--- src/hw/rtl/dpp_pkg.sv ---
// dpp_pkg: shared types and constants for the debounced power protection block
// holds event codes, register indexes, hold defaults and the result struct
// no dependencies
package dpp_pkg;

  // sample and limit width
  localparam int unsigned SAMPLE_W = 16;
  // number of protection channels
  localparam int unsigned NUM_CH = 5;
  // trip counter width, holds any hold limit up to 254 plus one
  localparam int unsigned CNT_W = 8;
  // register index width
  localparam int unsigned CFG_IDX_W = 3;

  // default hold limits
  localparam int unsigned OV_HOLD_DEF = 10;
  localparam int unsigned UV_HOLD_DEF = 10;
  localparam int unsigned OC_HOLD_DEF = 10;
  localparam int unsigned SC_HOLD_DEF = 2;

  // channel order, also the bit order of the fault flags
  localparam int unsigned CH_VOUT_OV = 0;
  localparam int unsigned CH_VIN_OV  = 1;
  localparam int unsigned CH_VIN_UV  = 2;
  localparam int unsigned CH_OCP     = 3;
  localparam int unsigned CH_SHORT   = 4;

  // per channel event code
  typedef enum logic [1:0] {
    EV_OK        = 2'd0,
    EV_TRIGGERED = 2'd1,
    EV_RECOVERED = 2'd2
  } event_t;

  // configuration register indexes
  typedef enum logic [CFG_IDX_W-1:0] {
    CFG_VOUT_OVER    = 3'd0,
    CFG_VIN_OVER     = 3'd1,
    CFG_VIN_UNDER    = 3'd2,
    CFG_CURRENT_OVER = 3'd3,
    CFG_SHORT_VOLT   = 3'd4,
    CFG_SHORT_AMP    = 3'd5
  } cfg_idx_t;

  // register reset values
  localparam logic [SAMPLE_W-1:0] LIMIT_MAX = '1;
  localparam logic [SAMPLE_W-1:0] LIMIT_MIN = '0;

  // one result beat
  typedef struct packed {
    event_t [NUM_CH-1:0] events;
    logic   [NUM_CH-1:0] faults;
    logic                stop;
  } result_t;

endpackage

--- src/hw/rtl/debounced_power_protection_top.sv ---
// debounced_power_protection_top: five debounced trip channels with fault latches
// one sample set in, one result beat out, skid buffered output
// depends on dpp_pkg
//
// Usage
//   Input channel (in_valid/in_ready) carries one converter sample set per
//   beat: run flag, four 16-bit samples and a flag-clear request. Output
//   channel (out_valid/out_ready) returns one result beat per input beat:
//   five channel events, the latched fault flags and the pwm stop request.
//   A beat accepted at an edge shows on the output after that edge when the
//   output is free. Throughput is one beat per cycle while in_ready is high;
//   all channel logic is a single registered pass of compares and 8-bit counters.
//   When the receiver stalls the output register holds its beat and one
//   more beat lands in the skid register; in_ready then drops until the
//   output drains, so no beat is lost or repeated.
//   Reset (rst, synchronous) clears armed bits, counts, fault latches and both
//   output stages, and loads the limit registers with their defaults. The user
//   writes limit registers via cfg_we/cfg_index/cfg_data only while the block
//   is idle, which it does not check; an index beyond the last register is ignored.
module debounced_power_protection_top #(
  parameter int unsigned OV_HOLD = dpp_pkg::OV_HOLD_DEF,
  parameter int unsigned UV_HOLD = dpp_pkg::UV_HOLD_DEF,
  parameter int unsigned OC_HOLD = dpp_pkg::OC_HOLD_DEF,
  parameter int unsigned SC_HOLD = dpp_pkg::SC_HOLD_DEF
) (
  input  logic                              clk,
  input  logic                              rst,
  // configuration
  input  logic                              cfg_we,
  input  logic [dpp_pkg::CFG_IDX_W-1:0]     cfg_index,
  input  logic [dpp_pkg::SAMPLE_W-1:0]      cfg_data,
  // input beat
  input  logic                              in_valid,
  output logic                              in_ready,
  input  logic                              running,
  input  logic [dpp_pkg::SAMPLE_W-1:0]      vout_sample,
  input  logic [dpp_pkg::SAMPLE_W-1:0]      vin_sample,
  input  logic [dpp_pkg::SAMPLE_W-1:0]      iout_sample,
  input  logic [dpp_pkg::SAMPLE_W-1:0]      short_v_sample,
  input  logic                              clear_faults,
  // result beat
  output logic                              out_valid,
  input  logic                              out_ready,
  output logic [1:0]                        vout_ov_event,
  output logic [1:0]                        vin_ov_event,
  output logic [1:0]                        vin_uv_event,
  output logic [1:0]                        ocp_event,
  output logic [1:0]                        short_event,
  output logic [dpp_pkg::NUM_CH-1:0]        fault_latches,
  output logic                              stop_pwm
);

  localparam int unsigned NCH = dpp_pkg::NUM_CH;
  localparam int unsigned CW  = dpp_pkg::CNT_W;

  // hold limit per channel, in channel order
  localparam logic [CW-1:0] HOLD [NCH] = '{
    CW'(OV_HOLD), CW'(OV_HOLD), CW'(UV_HOLD), CW'(OC_HOLD), CW'(SC_HOLD)
  };

  // limit registers
  logic [dpp_pkg::SAMPLE_W-1:0] vout_over_limit;
  logic [dpp_pkg::SAMPLE_W-1:0] vin_over_limit;
  logic [dpp_pkg::SAMPLE_W-1:0] vin_under_limit;
  logic [dpp_pkg::SAMPLE_W-1:0] current_over_limit;
  logic [dpp_pkg::SAMPLE_W-1:0] short_volt_limit;
  logic [dpp_pkg::SAMPLE_W-1:0] short_amp_limit;

  // channel state
  logic [NCH-1:0] armed;
  logic [NCH-1:0] armed_next;
  logic [CW-1:0]  trip_count [NCH];
  logic [CW-1:0]  trip_count_next [NCH];
  logic [NCH-1:0] latched;
  logic [NCH-1:0] latched_next;

  // output stages
  dpp_pkg::result_t res_next;
  dpp_pkg::result_t out_res;
  dpp_pkg::result_t skid_res;
  logic             skid_valid;

  logic           accept;
  logic [NCH-1:0] trips;
  logic [NCH-1:0] armed_eff;
  logic [NCH-1:0] latched_eff;
  logic [CW-1:0]  count_inc;
  logic [NCH-1:0] fired;

  assign in_ready = !skid_valid;
  assign accept   = in_valid && in_ready;

  // limit register writes
  always_ff @(posedge clk) begin
    if (rst) begin
      vout_over_limit    <= dpp_pkg::LIMIT_MAX;
      vin_over_limit     <= dpp_pkg::LIMIT_MAX;
      vin_under_limit    <= dpp_pkg::LIMIT_MIN;
      current_over_limit <= dpp_pkg::LIMIT_MAX;
      short_volt_limit   <= dpp_pkg::LIMIT_MIN;
      short_amp_limit    <= dpp_pkg::LIMIT_MAX;
    end else if (cfg_we) begin
      case (cfg_index)
        dpp_pkg::CFG_VOUT_OVER:    vout_over_limit    <= cfg_data;
        dpp_pkg::CFG_VIN_OVER:     vin_over_limit     <= cfg_data;
        dpp_pkg::CFG_VIN_UNDER:    vin_under_limit    <= cfg_data;
        dpp_pkg::CFG_CURRENT_OVER: current_over_limit <= cfg_data;
        dpp_pkg::CFG_SHORT_VOLT:   short_volt_limit   <= cfg_data;
        dpp_pkg::CFG_SHORT_AMP:    short_amp_limit    <= cfg_data;
        default: ;
      endcase
    end
  end

  // trip compares, strict on every limit
  always_comb begin
    trips                       = '0;
    trips[dpp_pkg::CH_VOUT_OV]  = vout_sample > vout_over_limit;
    trips[dpp_pkg::CH_VIN_OV]   = vin_sample > vin_over_limit;
    trips[dpp_pkg::CH_VIN_UV]   = vin_sample < vin_under_limit;
    trips[dpp_pkg::CH_OCP]      = iout_sample > current_over_limit;
    trips[dpp_pkg::CH_SHORT]    = (short_v_sample < short_volt_limit) &&
                                  (iout_sample > short_amp_limit);
  end

  // channel step, clear request applied first
  always_comb begin
    armed_eff    = clear_faults ? '0 : armed;
    latched_eff  = clear_faults ? '0 : latched;
    armed_next   = armed_eff;
    latched_next = latched_eff;
    fired        = '0;
    count_inc    = '0;
    res_next     = '0;
    for (int i = 0; i < NCH; i++) begin
      trip_count_next[i] = clear_faults ? '0 : trip_count[i];
      res_next.events[i] = dpp_pkg::EV_OK;
      if (!armed_eff[i]) begin
        if (running && trips[i]) begin
          armed_next[i]      = 1'b1;
          trip_count_next[i] = '0;
        end
      end else if (running && trips[i]) begin
        count_inc = trip_count_next[i] + CW'(1);
        if (count_inc > HOLD[i]) begin
          trip_count_next[i] = '0;
          armed_next[i]      = 1'b0;
          latched_next[i]    = 1'b1;
          fired[i]           = 1'b1;
          res_next.events[i] = dpp_pkg::EV_TRIGGERED;
        end else begin
          trip_count_next[i] = count_inc;
        end
      end else begin
        trip_count_next[i] = '0;
        armed_next[i]      = 1'b0;
        res_next.events[i] = dpp_pkg::EV_RECOVERED;
      end
    end
    res_next.faults = latched_next;
    res_next.stop   = |fired;
  end

  // channel state registers, updated per accepted beat
  always_ff @(posedge clk) begin
    if (rst) begin
      armed   <= '0;
      latched <= '0;
      for (int i = 0; i < NCH; i++) begin
        trip_count[i] <= '0;
      end
    end else if (accept) begin
      armed   <= armed_next;
      latched <= latched_next;
      for (int i = 0; i < NCH; i++) begin
        trip_count[i] <= trip_count_next[i];
      end
    end
  end

  // output register with skid stage
  always_ff @(posedge clk) begin
    if (rst) begin
      out_valid  <= 1'b0;
      skid_valid <= 1'b0;
    end else if (out_ready || !out_valid) begin
      if (skid_valid) begin
        out_res    <= skid_res;
        out_valid  <= 1'b1;
        skid_valid <= 1'b0;
      end else if (accept) begin
        out_res   <= res_next;
        out_valid <= 1'b1;
      end else begin
        out_valid <= 1'b0;
      end
    end else if (accept) begin
      skid_res   <= res_next;
      skid_valid <= 1'b1;
    end
  end

  // result fields
  assign vout_ov_event = out_res.events[dpp_pkg::CH_VOUT_OV];
  assign vin_ov_event  = out_res.events[dpp_pkg::CH_VIN_OV];
  assign vin_uv_event  = out_res.events[dpp_pkg::CH_VIN_UV];
  assign ocp_event     = out_res.events[dpp_pkg::CH_OCP];
  assign short_event   = out_res.events[dpp_pkg::CH_SHORT];
  assign fault_latches = out_res.faults;
  assign stop_pwm      = out_res.stop;

  // skid stage only fills behind a held output beat
  a_skid_behind_out: assert property (@(posedge clk) disable iff (rst)
    skid_valid |-> out_valid)
    else $error("skid beat without output beat");

  // an idle short channel keeps a zero count
  a_idle_count_zero: assert property (@(posedge clk) disable iff (rst)
    !armed[dpp_pkg::CH_SHORT] |-> trip_count[dpp_pkg::CH_SHORT] == '0)
    else $error("short channel count non-zero while disarmed");

  // the short channel count stays within its hold limit
  a_short_count_bound: assert property (@(posedge clk) disable iff (rst)
    trip_count[dpp_pkg::CH_SHORT] <= HOLD[dpp_pkg::CH_SHORT])
    else $error("short channel count beyond hold limit");

  // fault flags only drop on a clear request
  a_latch_sticky: assert property (@(posedge clk) disable iff (rst)
    accept && !clear_faults |=> (latched & $past(latched)) == $past(latched))
    else $error("fault latch dropped without clear");

  // clear while stopped leaves every channel disarmed and unlatched
  a_clear_stopped: assert property (@(posedge clk) disable iff (rst)
    accept && clear_faults && !running |=> armed == '0 && latched == '0)
    else $error("clear while stopped left state behind");

endmodule

--- config.mk ---
export PLATFORM = sky130hd
export DESIGN_NAME = debounced_power_protection_top
export DESIGN_NICKNAME = d
export VERILOG_FILES = /design/src/hw/rtl/dpp_pkg.sv /design/src/hw/rtl/debounced_power_protection_top.sv
export SDC_FILE = /design/constraint.sdc
export NUM_CORES = 1
export LEC_CHECK = 0
export ABC_AREA = 1
export BUFFER_PORTS_ARGS = -buffer_cell sky130_fd_sc_hd__buf_2
export CORE_MARGIN = 3
export CORE_UTILIZATION = 29
export CTS_CLUSTER_DIAMETER = 30
export DETAILED_ROUTE_END_ITERATION = 6
export PLACE_DENSITY = 0.52
export SLEW_MARGIN = 10
export SYNTH_ARGS = -nofsm -noshare
export SYNTH_HDL_FRONTEND = slang
export SYNTH_SLANG_ARGS = --single-unit
--- constraint.sdc ---
create_clock -name clk -period 2.35 [get_ports clk]
set_input_delay 0.1175 -clock clk [delete_from_list [all_inputs] [get_ports clk]]
set_output_delay 0.1175 -clock clk [all_outputs]
set_load 0.02 [all_outputs]
==> results of run 1 <==
## critical path: cells and delay by family, from the launching register on
family | cells | cell delay, ns
fa+ha+maj | 1 | 0.28
buf+inv | 2 | 0.14
simple gates | 4 | 0.46
compound gates | 3 | 0.70
flops | 1 | 0.31
## synthesized netlist by cell type, types with 2 or more instances
cell      instances
nor4_1            2
o21bai_1          3
nand3_2           2
o22ai_1           8
buf_4             3
o21ai_2           3
nand4_1          17
clkbuf_1         37
buf_6             3
edfxtp_1         72
o21a_1            3
o21ai_0          85
nor2_1           94
dfxtp_1         108
nor2_2            5
ha_1            104
nand3_1          60
a31oi_1           2
inv_2             3
o211ai_1         45
nand2_2           6
o21ai_1           5
a21oi_1          96
nand2_1         298
nor3_1           21
nor3_2            3
nand3b_1          2
inv_1           205
## power breakdown
group	internal (mW)	leakage (nW)	switching, mW	total [mW]
Clock	1.53	0.273	1.26	2.78
Combinational	0.304	3.78	0.560	0.865
Sequential	3.36	1.62	0.0510	3.41
Total	5.19	5.67	1.87	7.06
## final timing paths
path	startpoint	endpoint	slack (ns)	cells after the start
worst max-delay path	vin_over_limit[7]$_SDFFE_PP1P_	vin_ov_event[1]$_DFFE_PP_	0.23	10
worst min-delay path	in_valid	out_valid$_SDFFE_PP0P_	0.04	3
worst max register to register	vin_over_limit[7]$_SDFFE_PP1P_	vin_ov_event[1]$_DFFE_PP_	0.23	10
worst min register to register	short_volt_limit[0]$_SDFFE_PP0P_	short_volt_limit[0]$_SDFFE_PP0P_	0.45	2
## cell families after synthesis
family                   after synthesis
AO/OA/AOI/OAI                        254
buffers and inverters                253
flip-flops                           180
AND/OR/NAND/NOR                      515
adder cells (fa/ha/maj)              104
## timing repair
item | 4_1_cts | 5_1_grt
hold buffers | 2 | 0
pin swaps | 0 | 1
resized for setup | 1 | 13
hold endpoints to repair | 5 | 0
setup endpoints to repair | 1 | 19
## flip-flops by register name, summed over array words and instances, names as in the netlist
| name | count |
|---|---|
| armed | 5 |
| current_over_limit | 16 |
| fault_latches | 5 |
| latched | 5 |
| ocp_event | 2 |
| out_valid | 1 |
| short_amp_limit | 16 |
| short_event | 2 |
| short_volt_limit | 16 |
| skid_res | 16 |
| skid_valid | 1 |
| stop_pwm | 1 |
| trip_count | 40 |
| vin_ov_event | 2 |
| vin_over_limit | 16 |
| vin_under_limit | 16 |
| vin_uv_event | 2 |
| vout_ov_event | 2 |
| vout_over_limit | 16 |
## through the flow
stage	TNS, ns	power [mW]	instances	setup slack (ns)
after global placement	0	4.33	1849	0.0342
after detailed placement	0	4.34	1849	0.0104
after global routing	-0.0167	7.42	1883	-0.0167
after CTS	0	7.16	1883	0.0789
final	0	7.06	1883	0.229
after floorplan	0	4.00	1306	0.0782
## area by class of cell
cell class / count / area, um^2
Sequential cell: 180 / 4320
Timing Repair Buffer: 134 / 806
Clock inverter: 11 / 98.8
Clock buffer: 21 / 462
Tap cell: 455 / 569
Inverter: 209 / 792
Multi-Input combinational cell: 873 / 4960
Fill cell: 3688 / 22600
## metal layers
metal | track usage (%) | part of all wire [%]
met1 | 19.9 | 50
met2 | 22.5 | 45
met3 | 2.80 | 3.9
met4 | 3.16 | 0.97
met5 | 0 | 0
## placed cells by master, fill, tap and decap left out, drive strengths merged, types with 3 or more instances in the layout
cell type,n
o21ai,93
buf,132
ha,104
o21bai,3
nor2,100
nor3,25
o21a,3
a21oi,97
o22ai,8
o211ai,45
inv,212
dfxtp,108
clkinv,5
nand3,62
clkbuf,21
nand4,17
nand2,304
edfxtp,72
==> metrics.txt, run 1 <==
Worst slew margin 40.7%; Yosys top cell area share 21.1%; drt drc 0; P&R area growth vs syn 17.5%; Power Dens Cells 587 nW/um^2; Layout Nets 1,609; later-pin clock latency in the skew report 0.43 ns; H-tree Lvls 4; gpl congestion 0.817; Max Cap Viol 0; adder-cell share of the synthesized area 12.7%; clk buf depth 2; I/O pin count 108; post-synthesis average cell area 7.83 um^2; clock buffer count from CTS 17; Synth Area in Compound Gates 14.0%; IO Port Bufs 107; Pleak 5.67 nW; peak supply drop 500 uV; Post-CTS Setup Bufs 0; layout cells sized above 1 14.1%; leading area contributor after synthesis dfxtp_1; Post-synth ARST share 0%; largest family of logic cells by synthesized area simple AND/OR/NAND/NOR gates; placed inst area 11,400 um^2; Clock transition at path regs 0.07 ns; Simple-Gate Fraction of Synth Area 21.3%; Worst setup SP type flip-flop; FP Rows 68; core area 34,600 um^2; die area 37,600 um^2; drt total wl 26,400 um; Sink Count 180; Worst Max-Slew Pin Slew 0.890 ns; Die X 194 um; min Tclk post-route 2.12 ns; Area contributors post-synth dfxtp_1 21%, edfxtp_1 21%, ha_1 13%; largest net degree at the start of global routing 82; RSZ-0062 raised after global routing true; synth warn 0; CP max stage cell o21ai_0; Total GRT Usage 14.1%; flops & latches, synth 180; Setup CP Type flip-flop to flip-flop; mux share of post-synthesis cell area 0%; Critical Path Fanout Max 3; Req. time, crit path 2.54 ns; first-pass GRT wire length 42,600 um; worst path cell trace inv_1 -> ha_1 -> nand2_1 -> nor2_1 -> nand4_1 -> o21ai_0 -> a21oi_2 -> inv_1 -> nand2_1 -> o21ai_0; Layout Skew 0.0130 ns; DR vias/cell 4.62; HPWL after DPL 19,700 um; Ant. Diodes 0; synth unique cells 39; fmax 472 MHz; via count 8,696; status finished clean; DR WL/cell 14.0 um; pins over their slew limit 0; dominant synthesized flop cell dfxtp_1; die height 194 um; Fin Hold WS 0.0368 ns; critical path endpoint category flip-flop; final period utilization 90.2%; clock root buffer master clkbuf_16; Mapped Area 10,200 um^2; Gate Count Post-Synth 1,306; initial antenna violation count 2; CTS tree yes; Iter 0 DRT Violations 475; syn nets 1,500; number of synthesized flops with an enable pin 72; Post-Synth XOR/XNOR Area 0%; crit-path max cell delay 0.36 ns; Final Hold Violating Endpoints 0; DRT Pass-1 Iters 5; design area 12,000 um^2; post-layout util 34.7%; sequential fraction of the synthesis area 42.3%; Min-Delay Path Class primary input to flip-flop; critical path data arrival time 2.31 ns; vias in the first global route 8,140; grt ovf 0; ANT nets after route 0; final setup violating endpoints 0; Initial Util 29.5%
No activity file was read; power rests on OpenSTA's default activity.
==> run 2, diff against run 1 <==
==> constraint.sdc (replaced) <==
create_clock -name clk -period 2.35 [get_ports clk]
set_input_delay 0.235 -clock clk [delete_from_list [all_inputs] [get_ports clk]]
set_output_delay 0.235 -clock clk [all_outputs]
set_load 0.02 [all_outputs]
==> metrics.txt, run 2 (synthesized netlist as in run 1, its figures left out) <==
Power Dens Cells 597 nW/um^2 (+1.6%); Worst Max-Slew Pin Slew 0.873 ns (-0.0170 ns); Setup CP Type flip-flop to flip-flop; FP Rows 68 (unchanged); Sink Count 180 (unchanged); setup TNS 0 ns (unchanged); ANT nets after route 0 (unchanged); Clock transition at path regs 0.08 ns (about the same); DRT Pass-1 Iters 5 (unchanged); switch share 26.9% (+0.49 points); Post-CTS Setup Bufs 0 (unchanged); switching pwr 1.94 mW (+4.2%); drt total wl 26,800 um (+1.3%); Clk pwr share 40.8% (+1.4 points); largest net degree at the start of global routing 82 (unchanged); max reg flops 40 (unchanged); register share of total power 47.3% (-1.0 points); Layout Skew 0.0142 ns (+0.00123 ns); Final Hold Violating Endpoints 0 (unchanged); Worst slew margin 41.8% (+1.1 points); min Tclk post-route 2.11 ns (-0.00706 ns); die area 37,600 um^2 (unchanged); design area 12,100 um^2 (+0.64%); RSZ-0062 raised after global routing false; H-tree Lvls 4 (unchanged); fmax 473 MHz (+0.33%); core area 34,600 um^2 (unchanged); Initial Util 29.5% (unchanged); CTS tree yes; status finished clean; first-pass GRT wire length 42,800 um (+0.45%); worst hold start out_ready; logic gate share of total power 12.0% (-0.3 points); Critical Path Fanout Max 12 (+9); critical path data arrival time 2.30 ns (about the same); CTS Hold Bufs 0 (-2); HPWL after DPL 20,000 um (+1.5%); Die X 194 um (unchanged); DR WL/cell 14.1 um (+0.82%); layout cells sized above 1 14.6% (+0.48 points); Total GRT Usage 14.2% (+0.033 points); Max Cap Viol 0 (unchanged); via count 8,755 (+0.68%); clk buf depth 2 (unchanged); critical path endpoint category flip-flop; R2R Path Start current_over_limit[15]$_SDFFE_PP1P_; gpl congestion 0.823 (+0.82%); placed inst area 11,500 um^2 (+0.66%); DR vias/cell 4.63 (+0.20%); Layout Nets 1,617 (+0.50%); clock root buffer master clkbuf_16; Int Power 5.27 mW (+1.6%); peak supply drop 585 uV (+17%); Min-Delay Path Class primary input to flip-flop; Req. time, crit path 2.54 ns (about the same); IO Port Bufs 107 (unchanged); P&R area growth vs syn 18.2%; PostCTS Resize Cnt 0 (-1); most frequent cells in the layout 297 x nand2_1, 204 x inv_1, 108 x dfxtp_1, 107 x buf_2, 102 x ha_1; Worst setup SP type flip-flop; final period utilization 89.9% (-0.30 points); Top reg by flops trip_count; drt drc 0 (unchanged); Iter 0 DRT Violations 505 (+6.3%); I/O pin count 108 (unchanged); grt ovf 0 (unchanged); clock buffer count from CTS 17 (unchanged); worst setup path start current_over_limit[15]$_SDFFE_PP1P_; vias in the first global route 8,153 (+0.16%); final setup violating endpoints 0 (unchanged); initial antenna violation count 5 (+3); commonest non-fill, non-tap cell in the layout nand2_1; pins over their slew limit 0 (unchanged); Pleak 5.73 nW (+0.94%); die height 194 um (unchanged); later-pin clock latency in the skew report 0.44 ns (about the same)
[run 2: final cells by class]
| class | count | area, um^2 |
|---|---|---|
| Inverter | 209 | 792 |
| Clock inverter | 12 | 115 |
| Fill cell | 3632 | 22500 |
| Clock buffer | 20 | 479 |
| Multi-Input combinational cell | 873 | 4950 |
| Antenna cell | 1 | 2.50 |
| Sequential cell | 180 | 4320 |
| Tap cell | 455 | 569 |
| Timing Repair Buffer | 142 | 861 |
[run 2: worst paths after layout]
path	end	slack, ns	cells past startpoint
setup / recovery	skid_res[0]$_DFFE_PP_	0.24	13
hold / removal	skid_valid$_SDFFE_PP0P_	0.12	4
setup reg to reg	skid_res[0]$_DFFE_PP_	0.24	13
hold reg to reg	short_volt_limit[10]$_SDFFE_PP0P_	0.46	2
[run 2: metrics by stage]
stage	power [mW]	setup WS, ns	cells	hold slack (ns)	util [%]
after floorplan	4.00	0.101	1306	0.361	-
after CTS	7.31	0.0499	1891	0.0975	34.8
after detailed placement	4.35	0.0553	1859	0.450	33.1
final	7.22	0.236	1892	0.118	34.9
after global routing	7.57	0.00585	1892	0.136	34.9
after global placement	4.34	0.0505	1859	0.444	33.1
[run 2: power groups by stage]
stage               combinational (mW)  clock, mW  sequential, mW
global placement                 0.857          0            3.48
CTS                              0.874       3.02            3.41
detailed placement               0.868          0            3.48
floorplan                        0.514          0            3.48
global route                     0.999       3.15            3.42
finish                           0.865       2.94            3.41
[run 2: layer usage]
| layer | vias to the layer above | routed length (um) | GRT usage (%) |
|---|---|---|---|
| met5 | - | 48 | 0 |
| met1 | 3978 | 13400 | 19.8 |
| li1 | 4566 | - | - |
| met2 | 170 | 11700 | 22.2 |
| met3 | 33 | 1220 | 3.32 |
| met4 | 8 | 396 | 3.51 |
[run 2: critical path: stages, from the launching register on]
cell and delay [ns]:
dfxtp_1 0.32, inv_1 0.05, ha_1 0.29, nand2_1 0.07, nor2_1 0.14, nand2_1 0.06, inv_1 0.07, nand2_1 0.05
o21ai_1 0.14, a21oi_2 0.08, buf_12 0.16, nand2_2 0.11, nand3_1 0.10, or2_1 0.21
==> run 3, diff against run 2 <==
==> constraint.sdc (replaced) <==
create_clock -name clk -period 2.35 [get_ports clk]
set_input_delay 0.47 -clock clk [delete_from_list [all_inputs] [get_ports clk]]
set_output_delay 0.47 -clock clk [all_outputs]
set_load 0.02 [all_outputs]
==> metrics.txt, run 3 (synthesized netlist as in run 1, its figures left out) <==
Min-Delay Path Class primary input to flip-flop; metal2 WL 11,900 um (+1.7%); grt ovf 0 (unchanged); initial antenna violation count 7 (+2); Power Dens Cells 583 nW/um^2 (-2.3%); Multi-input gate area 4990 um^2 (+0.81%); Req. time, crit path 2.54 ns (about the same); clk buf depth 2 (unchanged); post-layout util 35.8% (+0.86 points); Total GRT Usage 14.4% (+0.25 points); Post-Layout Cell Count 1,927 (+1.8%); placed inst area 11,800 um^2 (+2.7%); M1 wire length 13,400 um (+0.26%); min Tclk post-route 2.16 ns (+0.0424 ns); HPWL after DPL 19,900 um (-0.12%); fmax 464 MHz (-2.0%); vias in the first global route 8,426 (+3.3%); Die X 194 um (unchanged); clock buffer count from CTS 17 (unchanged); R2R setup slack 0.19 ns (-0.04 ns); DRT Pass-1 Iters 5 (unchanged); via count 8,927 (+2.0%); worst hold start out_ready; Critical Path Fanout Max 11 (-1); Top reg by flops trip_count; Iter 0 DRT Violations 522 (+3.4%); RSZ-0062 raised after global routing false; worst path cell trace inv_1 -> ha_1 -> nand2_1 -> nand2_1 -> nor2_1 -> nand2_1 -> a21oi_1 -> nand3_1 -> a21oi_2 -> nand2_1 -> buf_12 -> o21ai_0 -> a21oi_1; Fin Hold WS 0.338 ns (+0.220 ns); Filler cells 3,576 (-1.5%); die height 194 um (unchanged); P&R area growth vs syn 21.1%; worst setup path start short_volt_limit[15]$_SDFFE_PP0P_; crit-path max cell delay 0.31 ns (about the same); FP Rows 68 (unchanged); dpl cells 1,894 (+1.9%); most frequent CP cell nand2_1; Worst Path Buf+Inv 2 (-1); R2R depth 13 (unchanged); Worst Max-Slew Pin Slew 0.833 ns (-0.0400 ns); DR vias/cell 4.63 (+0.11%); max reg flops 40 (unchanged); commonest non-fill, non-tap cell in the layout nand2_1; status finished clean; FF-to-FF End trip_count[0][32]$_SDFFCE_PN0P_; drt total wl 26,900 um (+0.41%); most frequent cells in the layout 297 x nand2_1, 204 x inv_1, 108 x dfxtp_1, 107 x buf_2, 101 x ha_1; pins over their slew limit 0 (unchanged); Worst setup SP type flip-flop; H-tree Lvls 4 (unchanged); CTS Hold Bufs 0 (unchanged); DR WL/cell 13.9 um (-1.4%); Sink Count 180 (unchanged); R2R Path Start short_volt_limit[15]$_SDFFE_PP0P_; ANT nets after route 0 (unchanged); core area 34,600 um^2 (unchanged); Layout Nets 1,652 (+2.2%); top layer in use met5; critical path endpoint category flip-flop; first-pass GRT wire length 44,000 um (+2.7%); Critical Path Sink trip_count[0][32]$_SDFFCE_PN0P_; final setup violating endpoints 0 (unchanged); design area 12,400 um^2 (+2.5%); area taken by flip-flops and latches 4320 um^2 (unchanged); Crit path depth 13 (unchanged); met3 WL post-DR 1150 um (-5.4%); Max Cap Viol 0 (unchanged); largest net degree at the start of global routing 82 (unchanged); delay-heaviest family, CP compound AO/OA/AOI/OAI gates; Post-CTS Setup Bufs 0 (unchanged); Initial Util 29.5% (unchanged); Worst slew margin 44.4% (+2.7 points); die area 37,600 um^2 (unchanged); clock root buffer master clkbuf_16; CP max stage cell dfxtp_1; Clock transition at path regs 0.07 ns (about the same); gpl congestion 0.855 (+3.9%); final period utilization 91.8% (+1.8 points); Layout Skew 0.0123 ns (-0.00185 ns); I/O pin count 108 (unchanged); peak supply drop 526 uV (-10%); CTS tree yes; IO Port Bufs 107 (unchanged); layout cells sized above 1 17.3% (+2.6 points); Final Hold Violating Endpoints 0 (unchanged); later-pin clock latency in the skew report 0.44 ns (about the same); drt drc 0 (unchanged); Setup CP Type flip-flop to flip-flop; Pleak 5.92 nW (+3.4%); critical path data arrival time 2.34 ns (+0.04 ns)
run 3: cell types whose count changed in the layout (fill, tap and decap cells not counted), moves of 2 or more:
cell	previous run	this run
buf_4	30	65
nor2_1	90	85
clkinv_2	1	4
nor2_2	7	10
clkinvlp_4	2	0
nand3_1	60	58
nand3_2	2	4
nor2_4	3	5
run 3: area by class of cell:
type / count / area share, %
Timing Repair Buffer: 177 / 9.07
Clock inverter: 13 / 0.929
Multi-Input combinational cell: 873 / 40.2
Clock buffer: 19 / 3.84
Antenna cell: 1 / 0.0202
Sequential cell: 180 / 34.9
Tap cell: 455 / 4.60
Inverter: 209 / 6.39
run 3: worst min path at each step:
stage / end / slack [ns] / cells past startpoint
after floorplan: short_volt_limit[0]$_SDFFE_PP0P_ / 0.42 / 2
after global placement: short_volt_limit[0]$_SDFFE_PP0P_ / 0.44 / 2
after detailed placement: short_volt_limit[0]$_SDFFE_PP0P_ / 0.45 / 2
after CTS: skid_valid$_SDFFE_PP0P_ / 0.32 / 4
after global routing: skid_valid$_SDFFE_PP0P_ / 0.35 / 4
final: skid_valid$_SDFFE_PP0P_ / 0.34 / 4
run 3: worst min-delay path: cells and delay by family:
kind / cells / cell delay [ns]
buf+inv: 2 / 0.16
simple gates: 2 / 0.10
run 3: stage by stage:
| step | total power, mW | setup TNS (ns) | worst slack [ns] |
|---|---|---|---|
| after floorplan | 4.01 | 0 | 0.00174 |
| after global placement | 4.36 | -1.31 | -0.144 |
| after detailed placement | 4.37 | -2.02 | -0.185 |
| after CTS | 7.32 | 0 | 0.0292 |
| after global routing | 7.58 | 0 | 0.00785 |
| final | 7.23 | 0 | 0.194 |
run 3: layer usage:
| layer | global-route usage, % | vias up |
|---|---|---|
| met5 | 0 | - |
| met4 | 3.24 | 12 |
| met3 | 3.37 | 29 |
| met2 | 23.1 | 167 |
| met1 | 19.9 | 4082 |
| li1 | - | 4637 |
run 3: timing repair:
action / 4_1_cts / 5_1_grt
resized for setup: 0 / 9
setup endpoints to repair: 0 / 22
hold endpoints to repair: 0 / 0
run 3: where the power goes:
group	leakage, nW	internal, mW	switching [mW]
Sequential	1.62	3.36	0.0516
Combinational	4.00	0.330	0.561
Clock	0.299	1.60	1.32
Total	5.92	5.29	1.94
